$ cat src/rtl/scp_pkg.sv
// ============================================================================
// scp_pkg
// Shared types, character codes and response tables for the slcan command
// parser.
// ============================================================================
package scp_pkg;

  // Line store geometry
  localparam int LINE_LEN = 32;
  localparam int IDX_W    = $clog2(LINE_LEN);
  // Scan positions reach past the end of a full frame line (up to 26)
  localparam int POS_W    = (IDX_W + 1 > 5) ? IDX_W + 1 : 5;

  // Character codes
  localparam logic [7:0] CH_CR   = 8'h0D;
  localparam logic [7:0] CH_NACK = 8'h07;
  localparam logic [7:0] CH_Z    = "Z";
  localparam logic [7:0] CH_V    = "V";
  localparam logic [7:0] CH_N    = "N";
  localparam logic [7:0] CH_0    = "0";
  localparam logic [7:0] CH_1    = "1";
  localparam logic [7:0] CH_2    = "2";
  localparam logic [7:0] CH_8    = "8";

  // Command letters
  localparam logic [7:0] CMD_STD_DATA = "t";
  localparam logic [7:0] CMD_EXT_DATA = "T";
  localparam logic [7:0] CMD_STD_RTR  = "r";
  localparam logic [7:0] CMD_EXT_RTR  = "R";
  localparam logic [7:0] CMD_OPEN     = "O";
  localparam logic [7:0] CMD_CLOSE    = "C";
  localparam logic [7:0] CMD_TSTAMP   = "Z";
  localparam logic [7:0] CMD_CODE     = "M";
  localparam logic [7:0] CMD_MASK     = "m";
  localparam logic [7:0] CMD_SPEED    = "S";
  localparam logic [7:0] CMD_FLAGS    = "F";
  localparam logic [7:0] CMD_VERSION  = "V";
  localparam logic [7:0] CMD_SERIAL   = "N";
  localparam logic [7:0] CMD_LFEED    = "l";

  // Hex field scan state of the shared digit unit
  typedef struct packed {
    logic [31:0] acc;
    logic        stopped;
    logic [3:0]  found;
  } hex_st_t;

  // Response sequences
  typedef enum logic [2:0] {
    R_NACK  = 3'd0,
    R_ACK   = 3'd1,
    R_FRAME = 3'd2,
    R_VER   = 3'd3,
    R_SER   = 3'd4
  } resp_t;

  // Field being parsed
  typedef enum logic [1:0] {
    P_ID   = 2'd0,
    P_DLC  = 2'd1,
    P_DATA = 2'd2,
    P_WORD = 2'd3
  } phase_t;

  function automatic logic [2:0] resp_len(resp_t r);
    logic [2:0] n;
    case (r)
      R_NACK:  n = 3'd1;
      R_ACK:   n = 3'd2;
      R_FRAME: n = 3'd3;
      R_VER:   n = 3'd4;
      R_SER:   n = 3'd7;
      default: n = 3'd1;
    endcase
    return n;
  endfunction

  // Character of item i in a response; the frame slot yields zero
  function automatic logic [7:0] resp_char(resp_t r, logic [2:0] i);
    logic [7:0] c;
    c = 8'h00;
    case (r)
      R_NACK: c = CH_NACK;
      R_ACK:  c = (i == 3'd0) ? CH_Z : CH_CR;
      R_FRAME: begin
        case (i)
          3'd1:    c = CH_Z;
          3'd2:    c = CH_CR;
          default: c = 8'h00;
        endcase
      end
      R_VER: begin
        case (i)
          3'd0:    c = CH_V;
          3'd1:    c = CH_1;
          3'd2:    c = CH_Z;
          default: c = CH_CR;
        endcase
      end
      R_SER: begin
        case (i)
          3'd0:    c = CH_N;
          3'd1:    c = CH_2;
          3'd2:    c = CH_2;
          3'd3:    c = CH_0;
          3'd4:    c = CH_8;
          3'd5:    c = CH_Z;
          default: c = CH_CR;
        endcase
      end
      default: c = CH_NACK;
    endcase
    return c;
  endfunction

endpackage

$ cat src/rtl/scp_if.sv
// ============================================================================
// scp_in_if / scp_out_if
// Valid/ready channels of the slcan command parser: received bytes in,
// response bytes and CAN frames out.
// ============================================================================
interface scp_in_if;
  logic       valid;
  logic       ready;
  logic [7:0] rx_byte;
  logic       transmit_ok;

  modport source (output valid, output rx_byte, output transmit_ok, input ready);
  modport sink   (input valid, input rx_byte, input transmit_ok, output ready);
endinterface

interface scp_out_if;
  logic        valid;
  logic        ready;
  logic        kind;
  logic [7:0]  tx_byte;
  logic [31:0] frame_id;
  logic        frame_extended;
  logic        frame_remote;
  logic [3:0]  frame_length;
  logic [63:0] frame_data;
  logic [2:0]  mode_flags;
  logic [3:0]  speed_index;
  logic [31:0] filter_code;
  logic [31:0] filter_mask;
  logic        last;

  modport source (
    output valid, output kind, output tx_byte, output frame_id,
    output frame_extended, output frame_remote, output frame_length,
    output frame_data, output mode_flags, output speed_index,
    output filter_code, output filter_mask, output last,
    input ready
  );
  modport sink (
    input valid, input kind, input tx_byte, input frame_id,
    input frame_extended, input frame_remote, input frame_length,
    input frame_data, input mode_flags, input speed_index,
    input filter_code, input filter_mask, input last,
    output ready
  );
endinterface

$ cat src/rtl/scp_line_store.sv
// ============================================================================
// scp_line_store
// Line buffer: one write port for received bytes, one registered read port
// for the line scan.
// ============================================================================
module scp_line_store (
  input  logic                     clk,
  input  logic                     we,
  input  logic [scp_pkg::IDX_W-1:0] waddr,
  input  logic [7:0]               wdata,
  input  logic [scp_pkg::IDX_W-1:0] raddr,
  output logic [7:0]               rdata
);
  import scp_pkg::*;

  logic [7:0] mem [LINE_LEN];

  // Write received byte
  always_ff @(posedge clk) begin
    if (we) begin
      mem[waddr] <= wdata;
    end
  end

  // Registered read
  always_ff @(posedge clk) begin
    rdata <= mem[raddr];
  end

endmodule

$ cat src/rtl/scp_hex_unit.sv
// ============================================================================
// scp_hex_unit
// Shared digit unit: decodes one character and shifts it into the field
// accumulator unless the field has already stopped or the character is not hex.
// ============================================================================
module scp_hex_unit (
  input  logic [7:0]       ch,
  input  scp_pkg::hex_st_t st,
  output scp_pkg::hex_st_t st_next
);
  import scp_pkg::*;

  logic       is_hex;
  logic [3:0] digit;

  // Hex decode, either case
  always_comb begin
    is_hex = 1'b1;
    digit  = 4'd0;
    if (ch >= "0" && ch <= "9") begin
      digit = 4'(ch - "0");
    end else if (ch >= "A" && ch <= "F") begin
      digit = 4'(ch - "A" + 8'd10);
    end else if (ch >= "a" && ch <= "f") begin
      digit = 4'(ch - "a" + 8'd10);
    end else begin
      is_hex = 1'b0;
    end
  end

  // Shift in, or stop at the first non-hex byte
  always_comb begin
    st_next = st;
    if (!st.stopped && is_hex) begin
      st_next.acc   = {st.acc[27:0], digit};
      st_next.found = st.found + 4'd1;
    end else begin
      st_next.stopped = 1'b1;
    end
  end

endmodule

$ cat src/rtl/slcan_command_parser.sv
// ============================================================================
// slcan_command_parser
// Lawicel ASCII command parser: line buffer, hex field scan and responses.
// ============================================================================
// Usage:
//   rx carries one serial byte per transfer with the transmit_ok flag of the
//   CAN controller. Bytes are stored in a 32-byte line buffer; a plain byte
//   gives no result and the block is ready again the next cycle.
//   A carriage return starts a scan of the line, one stored character per
//   cycle through the single read port and the shared hex digit unit. The
//   scan stops once the command is decided; an extended frame with 8 data
//   bytes takes the longest. Results, if any, then leave on res, one per
//   transfer, 1 to 7 of them, with last set on the final one; a CAN frame
//   result precedes its "Z\r" ack. A line that fills the buffer gives one
//   nack and is dropped. rx.ready is low from the carriage return or the
//   filling byte until the last result has been loaded into the output
//   register, or the scan has ended with no result; a stall on res holds
//   the block there, the held result staying stable.
//   Reset (synchronous, rst high) empties the line, opens the bus, clears
//   timestamps, line feed and speed, sets code 0 and mask all ones.
//   Buffer contents are not cleared; only bytes of the current line are read.
// ============================================================================
module slcan_command_parser (
  input  logic clk,
  input  logic rst,
  scp_in_if.sink    rx,
  scp_out_if.source res
);
  import scp_pkg::*;

  typedef enum logic [2:0] {
    ST_IDLE = 3'b001,
    ST_SCAN = 3'b010,
    ST_EMIT = 3'b100
  } state_t;

  state_t state;

  logic [IDX_W-1:0] line_index;
  logic [POS_W-1:0] line_len;
  logic             tok;
  logic             bus_open, ts_on, lf_on;
  logic [3:0]       speed;
  logic [31:0]      code_w, mask_w;

  logic [POS_W-1:0] fetch_pos, proc_pos;
  logic             proc_valid;
  logic [7:0]       cmd;
  logic             ext, rtr;
  phase_t           phase;
  logic [3:0]       field_left;
  hex_st_t          hs, hn;
  logic [31:0]      frame_id;
  logic [3:0]       dlc;
  logic [7:0][7:0]  data;
  logic [2:0]       byte_i;
  resp_t            resp;
  logic [2:0]       eidx;

  logic [7:0] rdata, ch;
  logic       accept, load, is_last, last_byte;

  assign rx.ready = (state == ST_IDLE);
  assign accept   = rx.valid && rx.ready;
  assign last_byte = (line_index == IDX_W'(LINE_LEN - 1));

  scp_line_store u_store (
    .clk   (clk),
    .we    (accept),
    .waddr (line_index),
    .wdata (rx.rx_byte),
    .raddr (fetch_pos[IDX_W-1:0]),
    .rdata (rdata)
  );

  // Bytes at or past the line end read as zero (non-hex)
  assign ch = (proc_pos < line_len) ? rdata : 8'h00;

  scp_hex_unit u_hex (
    .ch      (ch),
    .st      (hs),
    .st_next (hn)
  );

  assign load    = (state == ST_EMIT) && (!res.valid || res.ready);
  assign is_last = (eidx == resp_len(resp) - 3'd1);

  // Sequencer: receive, scan, emit
  always_ff @(posedge clk) begin
    if (rst) begin
      state      <= ST_IDLE;
      line_index <= '0;
      bus_open   <= 1'b1;
      ts_on      <= 1'b0;
      lf_on      <= 1'b0;
      speed      <= 4'd0;
      code_w     <= 32'h0;
      mask_w     <= 32'hFFFF_FFFF;
      proc_valid <= 1'b0;
      eidx       <= 3'd0;
    end else begin
      unique case (state)
        ST_IDLE: begin
          if (accept) begin
            tok <= rx.transmit_ok;
            if (last_byte) begin
              line_index <= '0;
              resp       <= R_NACK;
              eidx       <= 3'd0;
              state      <= ST_EMIT;
            end else if (rx.rx_byte == CH_CR) begin
              line_len   <= POS_W'(line_index) + POS_W'(1);
              line_index <= '0;
              fetch_pos  <= '0;
              proc_valid <= 1'b0;
              data       <= '0;
              eidx       <= 3'd0;
              state      <= ST_SCAN;
            end else begin
              line_index <= line_index + IDX_W'(1);
            end
          end
        end

        ST_SCAN: begin
          fetch_pos  <= fetch_pos + POS_W'(1);
          proc_pos   <= fetch_pos;
          proc_valid <= 1'b1;
          if (proc_valid) begin
            if (proc_pos == '0) begin
              // Command letter
              cmd        <= ch;
              hs         <= '0;
              phase      <= P_ID;
              ext        <= (ch == CMD_EXT_DATA) || (ch == CMD_EXT_RTR);
              rtr        <= (ch == CMD_STD_RTR) || (ch == CMD_EXT_RTR);
              field_left <= ((ch == CMD_EXT_DATA) || (ch == CMD_EXT_RTR)) ? 4'd8 : 4'd3;
              unique case (ch)
                CMD_STD_DATA, CMD_EXT_DATA, CMD_STD_RTR, CMD_EXT_RTR: begin
                  if (!bus_open) begin
                    resp  <= R_NACK;
                    state <= ST_EMIT;
                  end
                end
                CMD_CODE, CMD_MASK: begin
                  field_left <= 4'd8;
                  phase      <= P_WORD;
                end
                CMD_OPEN:    begin bus_open <= 1'b1; resp <= R_ACK; state <= ST_EMIT; end
                CMD_CLOSE:   begin bus_open <= 1'b0; resp <= R_ACK; state <= ST_EMIT; end
                CMD_FLAGS:   begin resp <= R_ACK; state <= ST_EMIT; end
                CMD_VERSION: begin resp <= R_VER; state <= ST_EMIT; end
                CMD_SERIAL:  begin resp <= R_SER; state <= ST_EMIT; end
                CMD_LFEED:   begin lf_on <= !lf_on; resp <= R_NACK; state <= ST_EMIT; end
                CMD_TSTAMP, CMD_SPEED: ;
                default:     begin resp <= R_NACK; state <= ST_EMIT; end
              endcase
            end else if (cmd == CMD_TSTAMP) begin
              // Timestamp switch; other arguments give no response
              if (ch == CH_0) begin
                ts_on <= 1'b0; resp <= R_ACK; state <= ST_EMIT;
              end else if (ch == CH_1) begin
                ts_on <= 1'b1; resp <= R_ACK; state <= ST_EMIT;
              end else begin
                state <= ST_IDLE;
              end
            end else if (cmd == CMD_SPEED) begin
              // Bit rate, only while closed
              if (bus_open) begin
                state <= ST_IDLE;
              end else if (ch >= CH_0 && ch <= CH_8) begin
                speed <= 4'(ch - CH_0); resp <= R_ACK; state <= ST_EMIT;
              end else begin
                resp <= R_NACK; state <= ST_EMIT;
              end
            end else begin
              // Hex field step through the shared unit
              hs         <= hn;
              field_left <= field_left - 4'd1;
              if (field_left == 4'd1) begin
                hs <= '0;
                case (phase)
                  P_WORD: begin
                    if (!bus_open && hn.found != 4'd0) begin
                      if (cmd == CMD_CODE) code_w <= hn.acc;
                      else mask_w <= hn.acc;
                    end
                    resp  <= R_ACK;
                    state <= ST_EMIT;
                  end
                  P_ID: begin
                    frame_id   <= hn.acc;
                    phase      <= P_DLC;
                    field_left <= 4'd1;
                  end
                  P_DLC: begin
                    dlc <= hn.acc[3:0];
                    if (hn.acc[3:0] > 4'd8) begin
                      resp  <= R_NACK;
                      state <= ST_EMIT;
                    end else if (rtr || hn.acc[3:0] == 4'd0) begin
                      resp  <= tok ? R_FRAME : R_NACK;
                      state <= ST_EMIT;
                    end else begin
                      phase      <= P_DATA;
                      byte_i     <= 3'd0;
                      field_left <= 4'd2;
                    end
                  end
                  default: begin
                    data[byte_i] <= hn.acc[7:0];
                    if ({1'b0, byte_i} + 4'd1 == dlc) begin
                      resp  <= tok ? R_FRAME : R_NACK;
                      state <= ST_EMIT;
                    end else begin
                      byte_i     <= byte_i + 3'd1;
                      field_left <= 4'd2;
                    end
                  end
                endcase
              end
            end
          end
        end

        ST_EMIT: begin
          if (load) begin
            if (is_last) begin
              eidx  <= 3'd0;
              state <= ST_IDLE;
            end else begin
              eidx <= eidx + 3'd1;
            end
          end
        end

        default: state <= ST_IDLE;
      endcase
    end
  end

  // Output register
  always_ff @(posedge clk) begin
    if (rst) begin
      res.valid <= 1'b0;
    end else if (load) begin
      res.valid <= 1'b1;
    end else if (res.ready) begin
      res.valid <= 1'b0;
    end
  end

  always_ff @(posedge clk) begin
    if (load) begin
      res.kind        <= (resp == R_FRAME) && (eidx == 3'd0);
      res.tx_byte     <= resp_char(resp, eidx);
      res.mode_flags  <= {lf_on, ts_on, bus_open};
      res.speed_index <= speed;
      res.filter_code <= code_w;
      res.filter_mask <= mask_w;
      res.last        <= is_last;
      if ((resp == R_FRAME) && (eidx == 3'd0)) begin
        res.frame_id       <= frame_id;
        res.frame_extended <= ext;
        res.frame_remote   <= rtr;
        res.frame_length   <= dlc;
        res.frame_data     <= rtr ? 64'h0 : data;
      end else begin
        res.frame_id       <= 32'h0;
        res.frame_extended <= 1'b0;
        res.frame_remote   <= 1'b0;
        res.frame_length   <= 4'd0;
        res.frame_data     <= 64'h0;
      end
    end
  end

`ifndef ASSERT_OFF
  a_emit_idx: assert property (@(posedge clk) disable iff (rst)
    state == ST_EMIT |-> eidx < resp_len(resp))
    else $error("response index past sequence end");
  a_scan_len: assert property (@(posedge clk) disable iff (rst)
    state == ST_SCAN |-> line_len != '0)
    else $error("scan of an empty line");
  a_frame_len: assert property (@(posedge clk) disable iff (rst)
    res.valid && res.kind |-> res.frame_length <= 4'd8 && res.mode_flags[0])
    else $error("frame emitted with bad length or closed bus");
  a_frame_ack: assert property (@(posedge clk) disable iff (rst)
    res.valid && res.kind |-> !res.last)
    else $error("frame result marked last");
`endif

endmodule
$ cat src/flat_wrapper.sv
// flat-port wrapper written by rule: the top's interface ports become plain ports
module slcan_command_parser_flat import scp_pkg::*;
  (clk, rst, rx_valid, rx_rx_byte, rx_transmit_ok, rx_ready, res_valid, res_kind, res_tx_byte, res_frame_id, res_frame_extended, res_frame_remote, res_frame_length, res_frame_data, res_mode_flags, res_speed_index, res_filter_code, res_filter_mask, res_last, res_ready);
  scp_in_if rx_i ();
  scp_out_if res_i ();
  input  logic clk;
  input  logic rst;
  input wire logic [$bits(rx_i.valid)-1:0] rx_valid;
  input wire logic [$bits(rx_i.rx_byte)-1:0] rx_rx_byte;
  input wire logic [$bits(rx_i.transmit_ok)-1:0] rx_transmit_ok;
  output wire logic [$bits(rx_i.ready)-1:0] rx_ready;
  output wire logic [$bits(res_i.valid)-1:0] res_valid;
  output wire logic [$bits(res_i.kind)-1:0] res_kind;
  output wire logic [$bits(res_i.tx_byte)-1:0] res_tx_byte;
  output wire logic [$bits(res_i.frame_id)-1:0] res_frame_id;
  output wire logic [$bits(res_i.frame_extended)-1:0] res_frame_extended;
  output wire logic [$bits(res_i.frame_remote)-1:0] res_frame_remote;
  output wire logic [$bits(res_i.frame_length)-1:0] res_frame_length;
  output wire logic [$bits(res_i.frame_data)-1:0] res_frame_data;
  output wire logic [$bits(res_i.mode_flags)-1:0] res_mode_flags;
  output wire logic [$bits(res_i.speed_index)-1:0] res_speed_index;
  output wire logic [$bits(res_i.filter_code)-1:0] res_filter_code;
  output wire logic [$bits(res_i.filter_mask)-1:0] res_filter_mask;
  output wire logic [$bits(res_i.last)-1:0] res_last;
  input wire logic [$bits(res_i.ready)-1:0] res_ready;
  assign rx_i.valid = rx_valid;
  assign rx_i.rx_byte = rx_rx_byte;
  assign rx_i.transmit_ok = rx_transmit_ok;
  assign rx_ready = rx_i.ready;
  assign res_valid = res_i.valid;
  assign res_kind = res_i.kind;
  assign res_tx_byte = res_i.tx_byte;
  assign res_frame_id = res_i.frame_id;
  assign res_frame_extended = res_i.frame_extended;
  assign res_frame_remote = res_i.frame_remote;
  assign res_frame_length = res_i.frame_length;
  assign res_frame_data = res_i.frame_data;
  assign res_mode_flags = res_i.mode_flags;
  assign res_speed_index = res_i.speed_index;
  assign res_filter_code = res_i.filter_code;
  assign res_filter_mask = res_i.filter_mask;
  assign res_last = res_i.last;
  assign res_i.ready = res_ready;
  slcan_command_parser u_core (.clk(clk), .rst(rst), .rx(rx_i), .res(res_i));
endmodule
$ cat config.mk
export PLATFORM = sky130hd
export DESIGN_NAME = slcan_command_parser_flat
export DESIGN_NICKNAME = d
export VERILOG_FILES = /design/src/rtl/scp_pkg.sv /design/src/rtl/scp_if.sv /design/src/rtl/scp_line_store.sv /design/src/rtl/scp_hex_unit.sv /design/src/rtl/slcan_command_parser.sv /design/src/flat_wrapper.sv
export SDC_FILE = /design/constraint.sdc
export NUM_CORES = 1
export LEC_CHECK = 0
export ABC_AREA = 1
export ABC_CLOCK_PERIOD_IN_PS = 12820
export BUFFER_PORTS_ARGS = -buffer_cell sky130_fd_sc_hd__buf_2
export CORE_ASPECT_RATIO = 0.5
export CORE_MARGIN = 2
export CORE_UTILIZATION = 60
export CTS_CLUSTER_DIAMETER = 50
export DETAILED_ROUTE_END_ITERATION = 12
export GPL_TIMING_DRIVEN = 0
export PLACE_DENSITY = 0.79
export SLEW_MARGIN = 20
export SYNTH_ARGS = -nofsm -noshare
export SYNTH_HDL_FRONTEND = slang
export SYNTH_SLANG_ARGS = --single-unit
$ cat constraint.sdc
create_clock -name clk -period 12.82 [get_ports clk]
set_input_delay 0 -clock clk [delete_from_list [all_inputs] [get_ports clk]]
set_output_delay 0 -clock clk [all_outputs]
set_load 0.03 [all_outputs]
==> flow_summary.toml, run 1 <==
[cells_and_area]
antenna_cells = 0
seqCellArea_um2 = 20340
area_growth_syn_to_layout_pct = 14.20
drive_gt1_share_pct = 13.10
final_cell_mix = "616 x edfxtp_1, 382 x nor2_1, 364 x inv_1, 260 x o21ai_0, 219 x buf_2"
multi_input_area_um2 = 6671
final_common_cell = "edfxtp_1"
fillers = 3313
final_area_um2 = 32990
final_nets = 2857
instances_no_fill = 3500

[floorplanning]
die_y_um = 159.2
fp.dieW_um = 314.3
die-area_um2 = 50020
core_um2 = 47160
num_io_pins = 198
fp-row-count = 56
start_util_pct = 61.26

[timing]
fin_skew_ps = 19.60
slew_headroom_pct = 36.43
min_period_ps = 4534
finalSetupTns_ps = 0
tightest_slew_ps = 950.0
hold_viol_final = 0
max_freq_mhz = 220.5
fin_crit_sh_pct = 35.37
rsz0062_at_grt = "no"
setup_viol = 0
fin_hold_ws_ps = 116.7
slew_viol_final = 0

[synthesis]
yosys_warnings = 0
synth_fp_nets = 2571
synth_seq_cells = 708
avgSynthCellArea_um2 = 11.43
synth.distinct_cells = 48
ys_seq_area_share_pct = 70.41
synthCells = 2528
syn-cell-area_um2 = 28890
synth_edf_count = 616
synthArstFlopShare_pct = 0
synth-main-ff-cell = "edfxtp_1"

[global_routing]
grt_pass1_wl_um = 105000
grt_pass1_vias = 18960
antenna_found_initial = 0
met2_usage_pct = 43.89
grtUsageMet3_pct = 4.493
grt_max_degree = 34
grt_busiest_layer = "met2"
use_met1_pct = 37.24
gr-usage-all-layers_pct = 27.01
grt_overflow = 0

[worst_setup_path]
endpoint_kind = "flop"
critPathMaxFanout = 11
criticalPathCategory = "reg -> reg"
reg2reg_setup_slack_ps = 8290
cp-start-kind = "flop"
arrival_ps = 4800
crit_required_ps = 13080

[clock_tree]
cts_resized = 0
htree_levels = 2
cts.clk_slew.worst_paths_ps = 70
cts.sink_count = 708
clock-root-buffer = "clkbuf_16"
clock_path_buffers = 3
numCtsBuffers = 57
clock_latency_ps = 620
cts_tree = "built"

[route]
routedWlPerCell_um = 19.61
first_iter_violations = 2618
wl_um = 68650
via_count = 19910
final_antenna_net_count = 0
dr.pass1.iters = 6
vias_per_cell = 5.689
drc = 0

[hold_path]
hp-class = "in -> reg"

[place]
portBuffers = 196
dp_cells = 3381
hpwl_um = 46430
dpl_cell_area_um2 = 30950
gp_congestion = 0.9205

[pwr]
p_leak_nw = 12.91
ir_drop_mv = 0.1327
power.density_nw_per_um2 = 148.3
power_mw = 4.892

[outcome]
outcome = "completed"

[run]
maxCapViolations = 0
[path summary, 6_finish.rpt]
kind / start / to / cells after the start
setup / recovery: u_core.proc_pos[3] / u_core.byte_i[2] / 18
hold / removal: rx_transmit_ok / u_core.tok / 2
setup reg to reg: u_core.proc_pos[3] / u_core.byte_i[2] / 18
hold reg to reg: u_core.speed[1] / u_core.res.speed_index[1] / 0
[metal layers]
layer  up-vias  share of wire (%)
li1       9269                  -
met1      9491                 40
met2       989                 47
met3       163                9.3
met4         0                3.4
met5         -                  0
[registers in the layout (all words and copies together), names as in the netlist, 5 cells and up]
| name | cells |
|---|---|
| u_core.line_len | 6 |
| u_core.res.frame_data | 64 |
| u_core.res.filter_mask | 32 |
| u_core.fetch_pos | 6 |
| u_core.frame_id | 32 |
| u_core.u_store.mem | 256 |
| u_core.mask_w | 32 |
| u_core.code_w | 32 |
| u_core.line_index | 5 |
| u_core.data | 64 |
| u_core.res.filter_code | 32 |
| u_core.res.tx_byte | 7 |
| u_core.proc_pos | 6 |
| u_core.cmd | 8 |
| u_core.u_store.rdata | 8 |
| u_core.res.frame_id | 32 |
| u_core.hs | 37 |
[report_power, final]
group | switching, mW | total (mW) | internal, mW
logic | 0.368 | 0.485 | 0.117
registers | 0.0291 | 2.61 | 2.58
clock network | 0.811 | 1.80 | 0.990
[cells by family (layout without fill, tap and decap cells)]
kind of cell    after synthesis  after routing  synth area share (%)
xor+xnor                     16             16                0.4851
simple gates                727            727                 10.56
compound gates              549            549                 10.62
other cells                   1              1               0.01298
fa+ha+maj                    30             30                 1.299
flops                       708            708                 70.41
buf+inv                     497            831                 6.610
[critical path: stages (launching register included)]
cell      delay [ps]
edfxtp_1         420
ha_1             330
nand2_1           60
nand2_1           80
a21oi_4          250
nand2_4          130
nor2_1           360
ha_1             310
nand2_1           70
a211oi_1         360
nand2_1          240
a21oi_4          230
buf_4            200
nand3_1          110
nand2_2          270
nor2_1           100
a21oi_1          220
nand2_1           80
a21oi_1          380
[cells in the mapped netlist (22+ instances only)]
cell,count,area [um^2]
nand3_1,60,300.3
dfxtp_1,92,1842
o211ai_1,42,315.3
inv_1,364,1366
nand2_1,192,720.7
clkbuf_1,99,371.6
o21ai_1,29,145.1
nand4_1,25,156.4
o21ai_0,260,1301
a21oi_1,131,655.6
o22ai_1,44,275.3
ha_1,30,375.4
nor2_1,384,1441
o221ai_1,22,192.7
edfxtp_1,616,18500
[area by class of cell]
type | instances | share of cell area [%]
flip-flops and latches | 708 | 61.65
multi-input cells | 1323 | 20.22
clock buffers | 82 | 5.173
plain buffers | 123 | 1.532
clock inverters | 25 | 0.6561
repair buffers | 227 | 4.088
inverters | 374 | 4.255
well taps | 638 | 2.420
[per-stage QoR]
step	utilization, %	setup slack (ps)
floorplan	-	3807
global placement	65.03	309.4
detailed placement	65.63	8321
CTS	69.96	8302
global route	69.96	7973
finish	69.96	8286
[timing repair]
| action | 4_1_cts | 5_1_grt |
|---|---|---|
| hold endpoints to repair | 272 | 0 |
| hold buffers | 12 | 0 |
| buffers inserted | 0 | 0 |
Note: power is estimated with default switching activity, not from simulation.
==> run 2, diff against run 1 <==
--- a/config.mk
+++ b/config.mk
@@ -6,15 +6,15 @@
 export NUM_CORES = 1
 export LEC_CHECK = 0
 export ABC_AREA = 1
-export ABC_CLOCK_PERIOD_IN_PS = 12820
+export ABC_CLOCK_PERIOD_IN_PS = 3900
 export BUFFER_PORTS_ARGS = -buffer_cell sky130_fd_sc_hd__buf_2
 export CORE_ASPECT_RATIO = 0.5
 export CORE_MARGIN = 2
-export CORE_UTILIZATION = 60
+export CORE_UTILIZATION = 54
 export CTS_CLUSTER_DIAMETER = 50
 export DETAILED_ROUTE_END_ITERATION = 12
 export GPL_TIMING_DRIVEN = 0
-export PLACE_DENSITY = 0.79
+export PLACE_DENSITY = 0.75
 export SLEW_MARGIN = 20
 export SYNTH_ARGS = -nofsm -noshare
 export SYNTH_HDL_FRONTEND = slang
==> constraint.sdc (replaced) <==
create_clock -name clk -period 3.9 [get_ports clk]
set_input_delay 0 -clock clk [delete_from_list [all_inputs] [get_ports clk]]
set_output_delay 0 -clock clk [all_outputs]
set_load 0.03 [all_outputs]
==> flow_summary.toml, run 2 (synthesized netlist as in run 1, its figures left out) <==
[worst_setup_path]
crit_required_ps = 4210
cp-start-kind = "flop"
worst_path_max_delay_cell = "edfxtp_1"
r2r_end = "u_core.resp[1]"
cp_top_family = "simple AND/OR/NAND/NOR gates"
criticalPathCategory = "reg -> reg"
arrival_ps = 3990
endpoint_kind = "flop"
critPathMaxFanout = 10
critPathBufInv = 2
r2r-start = "u_core.proc_pos[3]"
reg2reg_setup_slack_ps = 220
slowest_delay_ps = 450
reg2reg_depth = 22
crit_chain = "ha_4, nand2_1, nand2_1, a21oi_4, nand2_4, nor2_4, inv_2, ha_1, nand3_1, nand3_2, nand2_4, nand2_2, nand2_2, buf_6, nand2_1, nand2_2, nor2_4, nand2_1, nand2_2, nand4_1, nand4_1, nor2_2"

[timing]
min_period_ps = 3680
fin_skew_ps = 22.53
tightest_slew_ps = 950.7
fin_crit_sh_pct = 94.36
max_freq_mhz = 271.7
slew_viol_final = 0
finalSetupTns_ps = 0
hold_viol_final = 0
slew_headroom_pct = 36.38
rsz0062_at_grt = "yes"
setup_viol = 0

[global_routing]
grt_pass1_wl_um = 109000
grt_overflow = 0
grt_pass1_vias = 19400
grt_max_degree = 34
antenna_found_initial = 0
gr-usage-all-layers_pct = 25.47

[clock_tree]
htree_levels = 2
clock_latency_ps = 620
clock-root-buffer = "clkbuf_16"
numCtsBuffers = 60
cts.sink_count = 708
cts.clk_slew.worst_paths_ps = 70
cts_tree = "built"
clock_path_buffers = 3

[floorplanning]
fp-row-count = 59
start_util_pct = 55.12
core_um2 = 52410
die_y_um = 167.6
fp.dieW_um = 331.1
die-area_um2 = 55480
num_io_pins = 198

[cells_and_area]
final_cell_mix = "616 x edfxtp_1, 379 x nor2_1, 363 x inv_1, 257 x o21ai_0, 209 x buf_2"
regMostFlops = "u_core.u_store.mem"
final_area_um2 = 33420
final_util_pct = 63.76
final_nets = 2863
largest_reg_flops = 256
area_growth_syn_to_layout_pct = 15.68
drive_gt1_share_pct = 13.94
final_common_cell = "edfxtp_1"
antenna_cells = 0
top_regs = "u_core.u_store.mem: 256 flops, u_core.data: 64 flops, u_core.res.frame_data: 64 flops"

[route]
drc = 0
first_iter_violations = 2308
via_count = 19880
dr.pass1.iters = 5
vias_per_cell = 5.566
routedWlPerCell_um = 19.85
final_antenna_net_count = 0
wl_um = 70890

[outcome]
outcome = "completed"

[hold_path]
min_to = "u_core.tok"
min_path_cells = 2
min-delay-start = "rx_transmit_ok"
hp-class = "in -> reg"

[pwr]
power_mw = 16.58
ir_drop_mv = 0.3402
power.density_nw_per_um2 = 496.2
p_leak_nw = 12.98

[place]
dpl_cell_area_um2 = 31050
gp_congestion = 0.9277
portBuffers = 196
hpwl_um = 47470

[run]
maxCapViolations = 0
## run 2: changes by cell type in the layout (fill, tap and decap cells not counted), sizes merged
cell,previous run,this run
buf,239,241
bufinv,3,9
clkbuf,181,182
clkinv,21,17
clkinvlp,1,5
inv,374,373
## run 2: through the flow
step | worst slack, ps | hold WS [ps] | cells
3_5_place_dp | -553.6 | 202.5 | 3439
5_1_grt | -77.67 | 99.43 | 3571
4_1_cts | 10.74 | 80.46 | 3564
6_report | 219.9 | 100.1 | 3571
3_3_place_gp | -1338 | 202.2 | 3425
2_1_floorplan | -352.2 | 98.87 | 2528
## run 2: layout make-up
type                       instances  area, um^2
sequential                       708       20340
timing repair buffer             230        1420
clock buffer                      82        1685
tap                              701       877.1
clock inverter                    30       395.4
inverter                         374        1404
fill                            4003       18990
multi-input combinational       1323        6785
buffer                           123       511.7
## run 2: metal layers
metal	wire [um]	global-route usage [%]	share of wire, %	up-vias
met3	5774	4.348	8.1	147
met5	0	0	0	-
li1	-	-	-	9277
met2	33850	41.37	48	834
met1	29390	35.52	41	9618
met4	1873	7.501	2.6	0
## run 2: where the power goes
group / internal, mW / total (mW) / switching, mW
clock network: 3.63 / 6.39 / 2.76
logic: 0.404 / 1.63 / 1.22
registers: 8.47 / 8.57 / 0.0940
total: 12.5 / 16.6 / 4.08
## run 2: timing repair
item,CTS,global route
hold buffers,12,0
gates cloned,0,0
buffers inserted,1,7
endpoints found under the setup margin,170,177
gates resized for setup,14,14
pin swaps,2,6
endpoints found under the hold margin,272,0
## run 2: worst max path at each step
| stage | start | cells past startpoint | end | slack (ps) |
|---|---|---|---|---|
| 6_report | u_core.proc_pos[3] | 22 | u_core.resp[1] | 220 |
| 5_1_grt | u_core.proc_pos[5] | 26 | u_core.field_left[3] | -80 |
| 4_1_cts | u_core.proc_pos[5] | 25 | u_core.field_left[3] | 10 |
| 3_5_place_dp | u_core.proc_pos[5] | 18 | u_core.byte_i[0] | -550 |
| 3_3_place_gp | u_core.state[2] | 4 | u_core.res.frame_data[21] | -1340 |
| 2_1_floorplan | u_core.state[1] | 7 | u_core.data[0] | -350 |
## run 2: worst register-to-register path: stages (launching register included)
cell and delay [ps]:
edfxtp_1 450, ha_4 270, nand2_1 50, nand2_1 80, a21oi_4 240, nand2_4 130
nor2_4 190, inv_2 90, ha_1 270, nand3_1 120, nand3_2 130, nand2_4 140
nand2_2 80, nand2_2 100, buf_6 150, nand2_1 90, nand2_2 110, nor2_4 50
nand2_1 80, nand2_2 80, nand4_1 180, nand4_1 120, nor2_2 180
